==> config.mk <==
export PLATFORM = sky130hd
export DESIGN_NAME = rate_monotonic_priority_assign
export DESIGN_NICKNAME = d
export VERILOG_FILES = /design/src/hdl/rmpa_pkg.sv /design/src/hdl/rmpa_divider.sv /design/src/hdl/rate_monotonic_priority_assign.sv
export SDC_FILE = /design/constraint.sdc
export NUM_CORES = 1
export LEC_CHECK = 0
export BUFFER_PORTS_ARGS = -buffer_cell sky130_fd_sc_hd__buf_2
export CORE_ASPECT_RATIO = 0.6
export CORE_MARGIN = 4
export CORE_UTILIZATION = 40
export CTS_CLUSTER_DIAMETER = 100
export DETAILED_ROUTE_END_ITERATION = 6
export RECOVER_POWER = 50
export SKIP_CTS_REPAIR_TIMING = 1
export SYNTH_ARGS = -nofsm -noshare
export SYNTH_HDL_FRONTEND = slang
export SYNTH_HIERARCHICAL = 1
export SYNTH_SLANG_ARGS = --single-unit
export TNS_END_PERCENT = 20
==> constraint.sdc <==
create_clock -name clk -period 4 [get_ports clk]
set_input_delay 0.8 -clock clk [delete_from_list [all_inputs] [get_ports clk]]
set_output_delay 0.8 -clock clk [all_outputs]
set_load 0.1 [all_outputs]
==> src/hdl/rmpa_pkg.sv <==
package rmpa_pkg;

    localparam int MAX_TASKS_DEF = 8;
    localparam int ID_W = 3;
    localparam int TIME_W = 12;
    localparam int PRIO_W = 4;
    localparam int SUM_W = 20;
    localparam int LIMIT_W = 16;
    localparam logic [SUM_W-1:0] ONE_Q16 = 20'h10000;
    localparam logic [LIMIT_W-1:0] UTIL_LIMIT_RESET = 16'd45875;

    typedef struct packed {
        logic [ID_W-1:0]   id;
        logic [TIME_W-1:0] period;
    } task_entry_t;

endpackage

==> src/hdl/rmpa_divider.sv <==
module rmpa_divider
(
    input  logic                        clk,
    input  logic                        rst_n,
    input  logic                        start,
    input  logic [rmpa_pkg::TIME_W-1:0] comp,
    input  logic [rmpa_pkg::TIME_W-1:0] period,
    output logic                        busy,
    output logic                        done,
    output logic [rmpa_pkg::SUM_W-1:0]  quotient
);
    import rmpa_pkg::*;

    // Restoring division of comp*65536 by period, one quotient bit per cycle.
    localparam int NUM_W = TIME_W + 16;
    localparam int CNT_W = $clog2(NUM_W + 1);

    logic [NUM_W-1:0]  num_reg, num_next;
    logic [TIME_W:0]   rem_reg, rem_next;
    logic [NUM_W-1:0]  q_reg, q_next;
    logic [TIME_W-1:0] div_reg;
    logic [CNT_W-1:0]  cnt_reg, cnt_next;
    logic              busy_reg, busy_next;
    logic              done_reg, done_next;
    logic [TIME_W:0]   shifted;
    logic [TIME_W+1:0] trial;

    always_comb
    begin
        shifted = {rem_reg[TIME_W-1:0], num_reg[NUM_W-1]};
        trial = {1'b0, shifted} - {2'b00, div_reg};
        num_next = num_reg;
        rem_next = rem_reg;
        q_next = q_reg;
        cnt_next = cnt_reg;
        busy_next = busy_reg;
        done_next = 1'b0;
        if (start)
        begin
            num_next = {comp, 16'h0000};
            rem_next = '0;
            q_next = '0;
            cnt_next = CNT_W'(NUM_W);
            busy_next = 1'b1;
        end
        else if (busy_reg)
        begin
            num_next = {num_reg[NUM_W-2:0], 1'b0};
            if (!trial[TIME_W+1])
            begin
                rem_next = trial[TIME_W:0];
                q_next = {q_reg[NUM_W-2:0], 1'b1};
            end
            else
            begin
                rem_next = shifted;
                q_next = {q_reg[NUM_W-2:0], 1'b0};
            end
            cnt_next = cnt_reg - 1'b1;
            if (cnt_reg == CNT_W'(1))
            begin
                busy_next = 1'b0;
                done_next = 1'b1;
            end
        end
    end

    always_ff @(posedge clk or negedge rst_n)
    begin
        if (!rst_n)
        begin
            busy_reg <= 1'b0;
            done_reg <= 1'b0;
            cnt_reg <= '0;
        end
        else
        begin
            busy_reg <= busy_next;
            done_reg <= done_next;
            cnt_reg <= cnt_next;
        end
    end

    always_ff @(posedge clk)
    begin
        num_reg <= num_next;
        rem_reg <= rem_next;
        q_reg <= q_next;
        if (start)
            div_reg <= period;
    end

    assign busy = busy_reg;
    assign done = done_reg;
    assign quotient = (q_reg > NUM_W'(ONE_Q16)) ? ONE_Q16 : q_reg[SUM_W-1:0];

endmodule

==> src/hdl/rate_monotonic_priority_assign.sv <==
// Channel   Direction  Beat contents
// s_axis    in         tdata: task_id, comp_time, period; tuser: none; tlast: last_task
// m_axis    out        tdata: out_task_id, priority_res, schedulable; tlast: last_result
// apb       in/out     util_limit at byte address 0
//
// Each load waits for the bit-serial utilization divider (28 steps) to finish.
// After the last task, a selection sort over the task memory emits one result
// per task; each result scans all stored entries at one memory read a cycle.
// Reset clears the count and the sum and sets the limit to its reset value; the task memory is not cleared.
// Results wait in an output register while the sink stalls.
module rate_monotonic_priority_assign
#(
    parameter int MAX_TASKS = rmpa_pkg::MAX_TASKS_DEF
)
(
    input  logic        clk,
    input  logic        rst_n,
    // task_id [2:0], comp_time [14:3], period [26:15], zero fill to 32 bits
    input  logic [31:0] s_axis_tdata,
    input  logic        s_axis_tvalid,
    output logic        s_axis_tready,
    input  logic        s_axis_tlast,
    // out_task_id [2:0], priority_res [6:3], schedulable [7]
    output logic [7:0]  m_axis_tdata,
    output logic        m_axis_tvalid,
    input  logic        m_axis_tready,
    output logic        m_axis_tlast,
    input  logic        psel,
    input  logic        penable,
    input  logic        pwrite,
    input  logic [1:0]  paddr,
    input  logic [31:0] pwdata,
    output logic [31:0] prdata,
    output logic        pready
);
    import rmpa_pkg::*;

    localparam int IDX_W = $clog2(MAX_TASKS);
    localparam int CNT_W = $clog2(MAX_TASKS + 1);
    localparam logic [1:0] ADDR_LIMIT = 2'd0;

    localparam logic [2:0] ST_LOAD = 3'd0;
    localparam logic [2:0] ST_DIV  = 3'd1;
    localparam logic [2:0] ST_SCAN = 3'd2;
    localparam logic [2:0] ST_EMIT = 3'd3;
    localparam logic [2:0] ST_WAIT = 3'd4;

    // Task memory: id and period; written at one address, read at one address.
    task_entry_t mem [MAX_TASKS];
    task_entry_t rd_reg;

    logic [2:0]         state_reg;
    logic [CNT_W-1:0]   count_reg;
    logic [SUM_W-1:0]   sum_reg;
    logic [LIMIT_W-1:0] limit_reg;
    logic               last_reg;
    // Emitted flags: one per entry.
    logic [MAX_TASKS-1:0] done_reg;
    logic [CNT_W-1:0]   emitted_reg;
    logic [CNT_W-1:0]   rd_idx_reg;
    logic               rd_vld_reg;
    logic [IDX_W-1:0]   rd_addr_d_reg;
    logic               best_vld_reg;
    task_entry_t        best_reg;
    logic [IDX_W-1:0]   best_idx_reg;
    logic [PRIO_W-1:0]  prio_reg;
    logic [TIME_W-1:0]  prev_period_reg;
    logic               sched_reg;

    logic               in_acc, div_done, div_busy;
    logic [SUM_W-1:0]   div_q;
    logic [SUM_W:0]     sum_add;
    logic               wr_en;
    logic [IDX_W-1:0]   rd_addr;

    assign s_axis_tready = (state_reg == ST_LOAD);
    assign in_acc = s_axis_tvalid && s_axis_tready;
    assign wr_en = in_acc && (count_reg < CNT_W'(MAX_TASKS));
    assign rd_addr = rd_idx_reg[IDX_W-1:0];
    assign sum_add = {1'b0, sum_reg} + {1'b0, div_q};
    assign pready = 1'b1;
    assign prdata = (paddr == ADDR_LIMIT) ? {16'h0000, limit_reg} : 32'h0;

    rmpa_divider u_div
    (
        .clk      (clk),
        .rst_n    (rst_n),
        .start    (wr_en),
        .comp     (s_axis_tdata[14:3]),
        .period   (s_axis_tdata[26:15]),
        .busy     (div_busy),
        .done     (div_done),
        .quotient (div_q)
    );

    always_ff @(posedge clk)
    begin
        if (wr_en)
            mem[count_reg[IDX_W-1:0]] <= '{id: s_axis_tdata[2:0], period: s_axis_tdata[26:15]};
        rd_reg <= mem[rd_addr];
        rd_addr_d_reg <= rd_addr;
    end

    always_ff @(posedge clk or negedge rst_n)
    begin
        if (!rst_n)
        begin
            state_reg <= ST_LOAD;
            count_reg <= '0;
            sum_reg <= '0;
            limit_reg <= UTIL_LIMIT_RESET;
            last_reg <= 1'b0;
            done_reg <= '0;
            emitted_reg <= '0;
            rd_idx_reg <= '0;
            rd_vld_reg <= 1'b0;
            best_vld_reg <= 1'b0;
            best_reg <= '0;
            best_idx_reg <= '0;
            prev_period_reg <= '0;
            m_axis_tvalid <= 1'b0;
            prio_reg <= '0;
        end
        else
        begin
            if (psel && penable && pwrite && paddr == ADDR_LIMIT)
                limit_reg <= pwdata[LIMIT_W-1:0];
            unique case (state_reg)
                ST_LOAD:
                begin
                    if (in_acc)
                    begin
                        last_reg <= s_axis_tlast;
                        if (wr_en)
                        begin
                            count_reg <= count_reg + 1'b1;
                            state_reg <= ST_DIV;
                        end
                        else if (s_axis_tlast)
                        begin
                            state_reg <= ST_SCAN;
                            rd_idx_reg <= '0;
                            rd_vld_reg <= 1'b0;
                            best_vld_reg <= 1'b0;
                            done_reg <= '0;
                            emitted_reg <= '0;
                            prio_reg <= '0;
                        end
                    end
                end
                ST_DIV:
                begin
                    if (div_done)
                    begin
                        sum_reg <= (sum_add > {1'b0, ONE_Q16}) ? ONE_Q16 : sum_add[SUM_W-1:0];
                        if (last_reg)
                        begin
                            state_reg <= ST_SCAN;
                            rd_idx_reg <= '0;
                            rd_vld_reg <= 1'b0;
                            best_vld_reg <= 1'b0;
                            done_reg <= '0;
                            emitted_reg <= '0;
                            prio_reg <= '0;
                        end
                        else
                            state_reg <= ST_LOAD;
                    end
                end
                ST_SCAN:
                begin
                    // Issue reads over all stored entries; the pick is the
                    // longest period not yet emitted, earliest index on ties.
                    if (count_reg == '0)
                    begin
                        state_reg <= ST_LOAD;
                        sum_reg <= '0;
                    end
                    else
                    begin
                        if (rd_idx_reg < count_reg)
                        begin
                            rd_vld_reg <= 1'b1;
                            rd_idx_reg <= rd_idx_reg + 1'b1;
                        end
                        else
                            rd_vld_reg <= 1'b0;
                        if (rd_vld_reg && !done_reg[rd_addr_d_reg])
                        begin
                            if (!best_vld_reg || rd_reg.period > best_reg.period)
                            begin
                                best_vld_reg <= 1'b1;
                                best_reg <= rd_reg;
                                best_idx_reg <= rd_addr_d_reg;
                            end
                        end
                        if (!rd_vld_reg && rd_idx_reg == count_reg)
                            state_reg <= ST_EMIT;
                    end
                end
                ST_EMIT:
                begin
                    if (emitted_reg == '0 || best_reg.period != prev_period_reg)
                        prio_reg <= prio_reg + 1'b1;
                    prev_period_reg <= best_reg.period;
                    done_reg[best_idx_reg] <= 1'b1;
                    emitted_reg <= emitted_reg + 1'b1;
                    m_axis_tvalid <= 1'b1;
                    state_reg <= ST_WAIT;
                end
                ST_WAIT:
                begin
                    if (m_axis_tready)
                    begin
                        m_axis_tvalid <= 1'b0;
                        rd_idx_reg <= '0;
                        rd_vld_reg <= 1'b0;
                        best_vld_reg <= 1'b0;
                        if (emitted_reg == count_reg)
                        begin
                            state_reg <= ST_LOAD;
                            count_reg <= '0;
                            sum_reg <= '0;
                        end
                        else
                            state_reg <= ST_SCAN;
                    end
                end
                default:
                    state_reg <= ST_LOAD;
            endcase
        end
    end

    always_ff @(posedge clk)
    begin
        if (state_reg == ST_SCAN)
            sched_reg <= (sum_reg < {4'h0, limit_reg});
    end

    assign m_axis_tdata = {sched_reg, prio_reg, best_reg.id};
    assign m_axis_tlast = (emitted_reg == count_reg);

    a_no_accept_busy: assert property (@(posedge clk) disable iff (!rst_n)
        (state_reg != ST_LOAD) |-> !s_axis_tready)
        else $error("input taken while busy");
    a_count_bound: assert property (@(posedge clk) disable iff (!rst_n)
        count_reg <= CNT_W'(MAX_TASKS))
        else $error("task count above capacity");
    a_sum_bound: assert property (@(posedge clk) disable iff (!rst_n)
        sum_reg <= ONE_Q16)
        else $error("utilization sum above one");
    a_div_idle: assert property (@(posedge clk) disable iff (!rst_n)
        (state_reg == ST_SCAN) |-> !div_busy)
        else $error("divider busy during sort");

endmodule
# Yosys cells after proc, flatten, opt, wreduce, memory -nomap -nowiden
# Memory sizes are Yosys's and may differ from the RTL's. A register that Yosys moved wholly into a read port is not among the register bits.
# Index checks and enable logic that the tools add are counted.
word_totals:
  regBits: 172
  mem_bits_rw: 120
  output_inout_bits: 44
  word_cells: 175
  n_memories: 1
memory_table:
  columns: ["memory", "depth", "width", "read_ports", "rd_ports_with_merged_regs", "write_ports", "line", "source"]
  rows:
  - ["mem", 8, 15, 1, 1, 1, "rate_monotonic_priority_assign.sv:49", "task_entry_t mem [MAX_TASKS];"]
op_classes:
  n_addsub: 7
  magnitude_cmp: 9
  eq_ne: 24
  n_mux: 73
  bitwise: 2
  n_reduce_logical: 34
op_table:
  columns: ["op", "n"]
  rows:
  - ["$mux W20", 6]
  - ["$pmux W20 S3", 1]
  - ["$mux W28", 2]
  - ["$mux W4", 13]
  - ["$mux W8", 5]
  - ["$gt A28 B17 Y1 const B", 1]
  - ["$pmux W4 S3", 2]
  - ["$pmux W8 S3", 1]
  - ["$mux W1", 22]
  - ["$add A20 B20 Y21", 1]
  - ["$gt A21 B17 Y1 const B", 1]
  - ["$mux W3", 7]
  - ["$lt A20 B16 Y1", 1]
  - ["$ne A2 B2 Y1 const B", 10]
  - ["$add A4 B1 Y4 const B", 4]
  - ["$mux W16", 1]
  - ["$pmux W4 S4", 1]
  - ["$pmux W3 S5", 1]
  - ["$reduce_and A5 Y1", 3]
  - ["$sub A13 B12 Y14", 1]
  - ["$gt A12 B12 Y1", 1]
  - ["$mux W12", 1]
  - ["$ne A12 B12 Y1", 1]
  - ["$mux W5", 2]
  - ["other kinds (37)", 60]

# Logic depth before layout (Yosys ltp)
logic_depth:
  word_depth: 7
  depth_mapped: 15
  ltp_nobuf: 14

# Cells and area by module
# Netlist, hierarchy kept.
by_module_without_submodules:
  columns: ["mod", "instances", "cells_each", "area_per_inst_um2"]
  rows:
  - ["rate_monotonic_priority_assign", 1, 889, 11232.0]
  - ["rmpa_divider", 1, 310, 3419.5]

# Worst setup path before layout
# No wires, ideal clock.
synth_timing:
  path_type: "flip-flop to flip-flop"
  from: "reg state_reg[1]"
  to: "mem mem[1][0] (netlist bit), enable pin"
  setup_ns: 0.406
  arrival_time_ns: 5.126
  path_slack_ns: -1.532
  stages_incl_launch_ff: 7
  path_buffers: 1
  period_less_slack_ns: 5.532
  path_cell_list: "dfrtp_1 > clkbuf_1 > nor3_1 > nand3_1 > inv_1 > nand2_1 > nor3_1"
synth_via:
  elab_chain_cells: 5
synth_lines:
  columns: ["item", "line", "source"]
  rows:
  - ["start: declaration", "rate_monotonic_priority_assign.sv:52", "logic [2:0] state_reg;"]
  - ["start signal: assignment", "rate_monotonic_priority_assign.sv:108", "state_reg <= ST_LOAD;"]
  - ["start signal: assignment", "rate_monotonic_priority_assign.sv:137", "state_reg <= ST_DIV;"]
  - ["start signal: assignment", "rate_monotonic_priority_assign.sv:141", "state_reg <= ST_SCAN;"]
  - ["$logic_not A3 Y1", "rate_monotonic_priority_assign.sv:76", "assign s_axis_tready = (state_reg == ST_LOAD);"]
  - ["named net s_axis_tready", "rate_monotonic_priority_assign.sv:21", "output logic s_axis_tready,"]
  - ["$logic_and A1 B1 Y1", "rate_monotonic_priority_assign.sv:77", "assign in_acc = s_axis_tvalid && s_axis_tready;"]
  - ["$logic_and A1 B1 Y1", "rate_monotonic_priority_assign.sv:78", "assign wr_en = in_acc && (count_reg < CNT_W'(MAX_TASKS));"]
  - ["named net wr_en", "rate_monotonic_priority_assign.sv:73", "logic wr_en;"]
  - ["$mux W1", "rate_monotonic_priority_assign.sv:98", "if (wr_en)"]
  - ["$mux W1 (not written as such)", "rate_monotonic_priority_assign.sv:99", "mem[count_reg[IDX_W-1:0]] <= '{id: s_axis_tdata[2:0], period: s_axis_tdata[26:15]};"]
  - ["end: declaration", "rate_monotonic_priority_assign.sv:49", null]
# The timed path passes the listed nets, and every way through them passes these cells.

# Worst setup path in the final report
layout_timing:
  from: "reg u_div.q_reg[9]"
  to: "reg sum_reg[7]"
layout_via:
  elab_chain_cells: 7
layout_lines:
  columns: ["item", "line", "source"]
  rows:
  - ["start: declaration", "rmpa_divider.sv:20", "logic [NUM_W-1:0] q_reg, q_next;"]
  - ["start signal: assignment", "rmpa_divider.sv:88", "q_reg <= q_next;"]
  - ["$gt A28 B17 Y1 *", "rmpa_divider.sv:95", "assign quotient = (q_reg > NUM_W'(ONE_Q16)) ? ONE_Q16 : q_reg[SUM_W-1:0];"]
  - ["$mux W20 *", "rmpa_divider.sv:95", null]
  - ["named net div_q[0]", "rate_monotonic_priority_assign.sv:71", "logic [SUM_W-1:0] div_q;"]
  - ["$add A20 B20 Y21 *", "rate_monotonic_priority_assign.sv:80", "assign sum_add = {1'b0, sum_reg} + {1'b0, div_q};"]
  - ["$gt A21 B17 Y1", "rate_monotonic_priority_assign.sv:155", "sum_reg <= (sum_add > {1'b0, ONE_Q16}) ? ONE_Q16 : sum_add[SUM_W-1:0];"]
  - ["$mux W20 *", "rate_monotonic_priority_assign.sv:155", null]
  - ["$mux W20 *", "rate_monotonic_priority_assign.sv:153", "if (div_done)"]
  - ["$pmux W20 S3 *", "rate_monotonic_priority_assign.sv:128", "unique case (state_reg)"]
  - ["end signal: assignment", "rate_monotonic_priority_assign.sv:155", null]
  - ["end: declaration", "rate_monotonic_priority_assign.sv:54", "logic [SUM_W-1:0] sum_reg;"]
# The timed path passes the listed nets; every way through them passes the cells marked *. The select of a mux whose other input is x is not followed.
# A chain may end at the register's enable or synchronous reset.

==> flow_summary_export.csv <==
group,metric,value,unit
status,status,"finished with violations",
status,violations,"capacitance limit, slew limit",
setup_path,cpMaxStageDelayCell,"or4_4",
global_routing,grt_overflow,0,
floorplanning,initial_utilization,0.412,
pwr,combPwrFrac,0.289,
setup_path,arrival,4460,ps
yosys,synth_common_cells,"edfxtp_1 (145), dfrtp_1 (95), nor2_1 (76), ha_1 (71), nand2_1 (69)",
sta,rsz0062_at_grt,"true",
placed_design,routabilityCongestion,0.859,
yosys,synth_edf_count,145,
sta,fin_skew,18.4,ps
setup_path,worstReg2RegEnd,"sum_reg[7]",
setup_path,reg2regPathDepth,15,
yosys,synth.area.top_cells,"edfxtp_1 (30%), dfrtp_1 (16%), dfxtp_1 (7.9%), ha_1 (6.1%), mux4_2 (4.9%)",
cts,root_buffer,"clkbuf_16",
pwr,p_int,0.00659,W
global_routing,grt_max_degree,56,
global_routing,grt_pass1_vias,9071,
sta,fin_crit,3960,ps
cts,clkTransAtPathRegs,70,ps
detailed_routing,routed_wl,32.9,mm
pwr,clock_power_share,0.280,
setup_path,start_kind,"register",
yosys,ys_warn_count,6,
detailed_routing,vias,9506,
hold_path,worstHoldStart,"pwdata[7]",
hold_path,hold_path_depth,3,
sta,tightest_slew,2980,ps
sta,post-route-period-util,0.990,
sta,fmaxAchievable,252,MHz
pwr,fin_total_pwr,0.0100,W
floorplanning,die_w,255,µm
pwr,switching_power,0.00343,W
yosys,ys_async_sr_fraction,0.339,
sta,final_max_slew_viol_count,91,
setup_path,reg2reg_slack,40,ps
pwr,p_per_area,594,nW/µm²
global_routing,track_usage,0.164,
cts,cts_max_path_buffers,3,
pwr,p_leak,6.87,nW
setup_path,max_stage_delay,490,ps
placed_design,dp_hpwl,22.8,mm
cts,cts.sinks,307,
yosys,synth.top_cell.area_share,0.297,
cts,cts_buffers,30,
global_routing,antenna_found_initial,1,
setup_path,cp_cell_sequence,"nor4_2, nand4_1, a21oi_2, buf_4, and2_1, ha_2, fa_2, a21o_1, a221o_2, a22oi_2, nand2_2, a311o_1, or4_4, or3_4, o21ai_1",
placed_design,port_buffers,79,
floorplanning,io_pins,118,
setup_path,worstPathRequired,4500,ps
global_routing,grt_pass1_wl,51.8,mm
detailed_routing,remaining_drc_errors,0,
detailed_routing,drt-initial-drc-count,717,
cells_and_area,fin_util,0.475,
hold_path,hold-path-endpoint,"limit_reg[7]",
yosys,ys_seq_elements,307,
cts,tritoncts,"done",
yosys,yosysUniqueCellTypes,85,
detailed_routing,ant_nets,0,
yosys,syn_avg_cell_area,12.2,µm²
detailed_routing,viasPerCell,5.30,
pwr,sw_frac_of_total,0.342,
floorplanning,core-area,35500,µm²
setup_path,rr_startpoint,"u_div/q_reg[9]",
sta,setup_viol,0,
detailed_routing,drt-pass1-iter-count,5,
yosys,yosysMostFrequentCell,"edfxtp_1",
sta,hold_viol,0,
cts,insertion_delay,580,ps
yosys,synth_top_area_cell,"edfxtp_1",
yosys,syn_inst,1199,
setup_path,worstSetupEndpointType,"register",
cells_and_area,drive_gt1_frac,0.238,
hold_path,hp-class,"in2reg",
yosys,synth_ff_type,"edfxtp_1",
cells_and_area,largest_reg_flops,120,
floorplanning,rows,53,
cts,ctsHtreeMaxLevel,1,
yosys,syn_area,14700,µm²
pwr,pwr-share-seq,0.431,
detailed_routing,routedWlPerCell,18.4,µm
sta,relSlewSlack,-0.989,
cells_and_area,syn_to_final_growth,15.1,%
cells_and_area,antenna_cells,0,
setup_path,path_max_fanout,8,
pwr,vdd_drop_max,0.000388,V
yosys,synth_seq_area_share,0.555,
setup_path,worstSetupPathType,"reg2reg",
run,maxCapViolations,2,
cells_and_area,fin_nets,1449,
floorplanning,die_h,156,µm
floorplanning,design.die.area,39900,µm²
==> metrics by stage <==
| step | std cells | instance area [µm²] | setup WS (ps) | hold WS, ps | setup TNS, ps |
|---|---|---|---|---|---|
| floorplan | 1216 | 14700 | -49.8 | 369 | -475 |
| global placement | 1733 | 15700 | 102 | 447 | 0 |
| detailed placement | 1733 | 15700 | 80.4 | 453 | 0 |
| CTS | 1789 | 16700 | 37.1 | 289 | 0 |
| global route | 1793 | 16900 | -111 | 419 | -3690 |
| finish | 1793 | 16900 | 39.1 | 438 | 0 |
==> power by group through the flow <==
stage,Combinational [W],Clock (W),Sequential (W)
floorplan,0.00235,0,0.00417
global placement,0.00286,0,0.00436
global route,0.00320,0.00303,0.00439
finish,0.00290,0.00280,0.00432
detailed placement,0.00291,0,0.00437
CTS,0.00292,0.00288,0.00432
==> worst max path at each step <==
stage / from / to / slack (ps) / cells after the start
after CTS: u_div/q_reg[9] / sum_reg[15] / 40 / 15
after global routing: u_div/q_reg[9] / sum_reg[10] / -110 / 15
after floorplan: paddr[1] / prdata[1] / -50 / 3
after detailed placement: u_div/q_reg[20] / sum_reg[15] / 80 / 15
after global placement: u_div/q_reg[20] / sum_reg[12] / 100 / 15
final: u_div/q_reg[9] / sum_reg[7] / 40 / 15
==> critical path: cells and delay by family (launching register included) <==
family	cells	cell delay, ps
flops	1	370
buf+inv	1	160
compound gates	6	1420
fa+ha+maj	2	570
simple gates	6	1360
==> metal layers <==
layer  GRT usage  vias up  share of wire  wire [µm]
met5           0        -              0          0
met1       0.274     4694           0.53      17500
met4      0.0311        0          0.017        545
met2       0.220      204           0.40      13100
met3      0.0304       36          0.055       1800
li1            -     4572              -          -
==> cell families after synthesis <==
logic type | after synthesis | share of synthesized area
compound gates | 225 | 0.104
xor+xnor | 46 | 0.0275
fa+ha+maj | 73 | 0.0634
buf+inv | 137 | 0.0420
flops | 307 | 0.555
mux | 110 | 0.106
other cells | 3 | 0.000769
simple gates | 298 | 0.101
==> placed cells by master (no fill, tap or decap), drive strengths merged, types with 33 or more instances in the layout <==
cell type	Yosys	routed
edfxtp	145	145
buf	37	104
dfrtp	95	95
nor2	76	76
ha	71	71
nand2	70	70
o21ai	68	68
inv	66	66
clkbuf	34	65
dfxtp	58	58
mux2	47	47
a21oi	46	46
nor3	37	37
and2	33	33
==> final cells by class <==
cell class / instances / area [µm²]
Clock inverter: 12 / 103
Tap cell: 467 / 584
Inverter: 66 / 248
Clock buffer: 44 / 885
Fill cell: 3206 / 18700
Timing Repair Buffer: 125 / 724
Sequential cell: 307 / 8180
Multi-Input combinational cell: 772 / 6150
(Power assumes the default switching activity.)
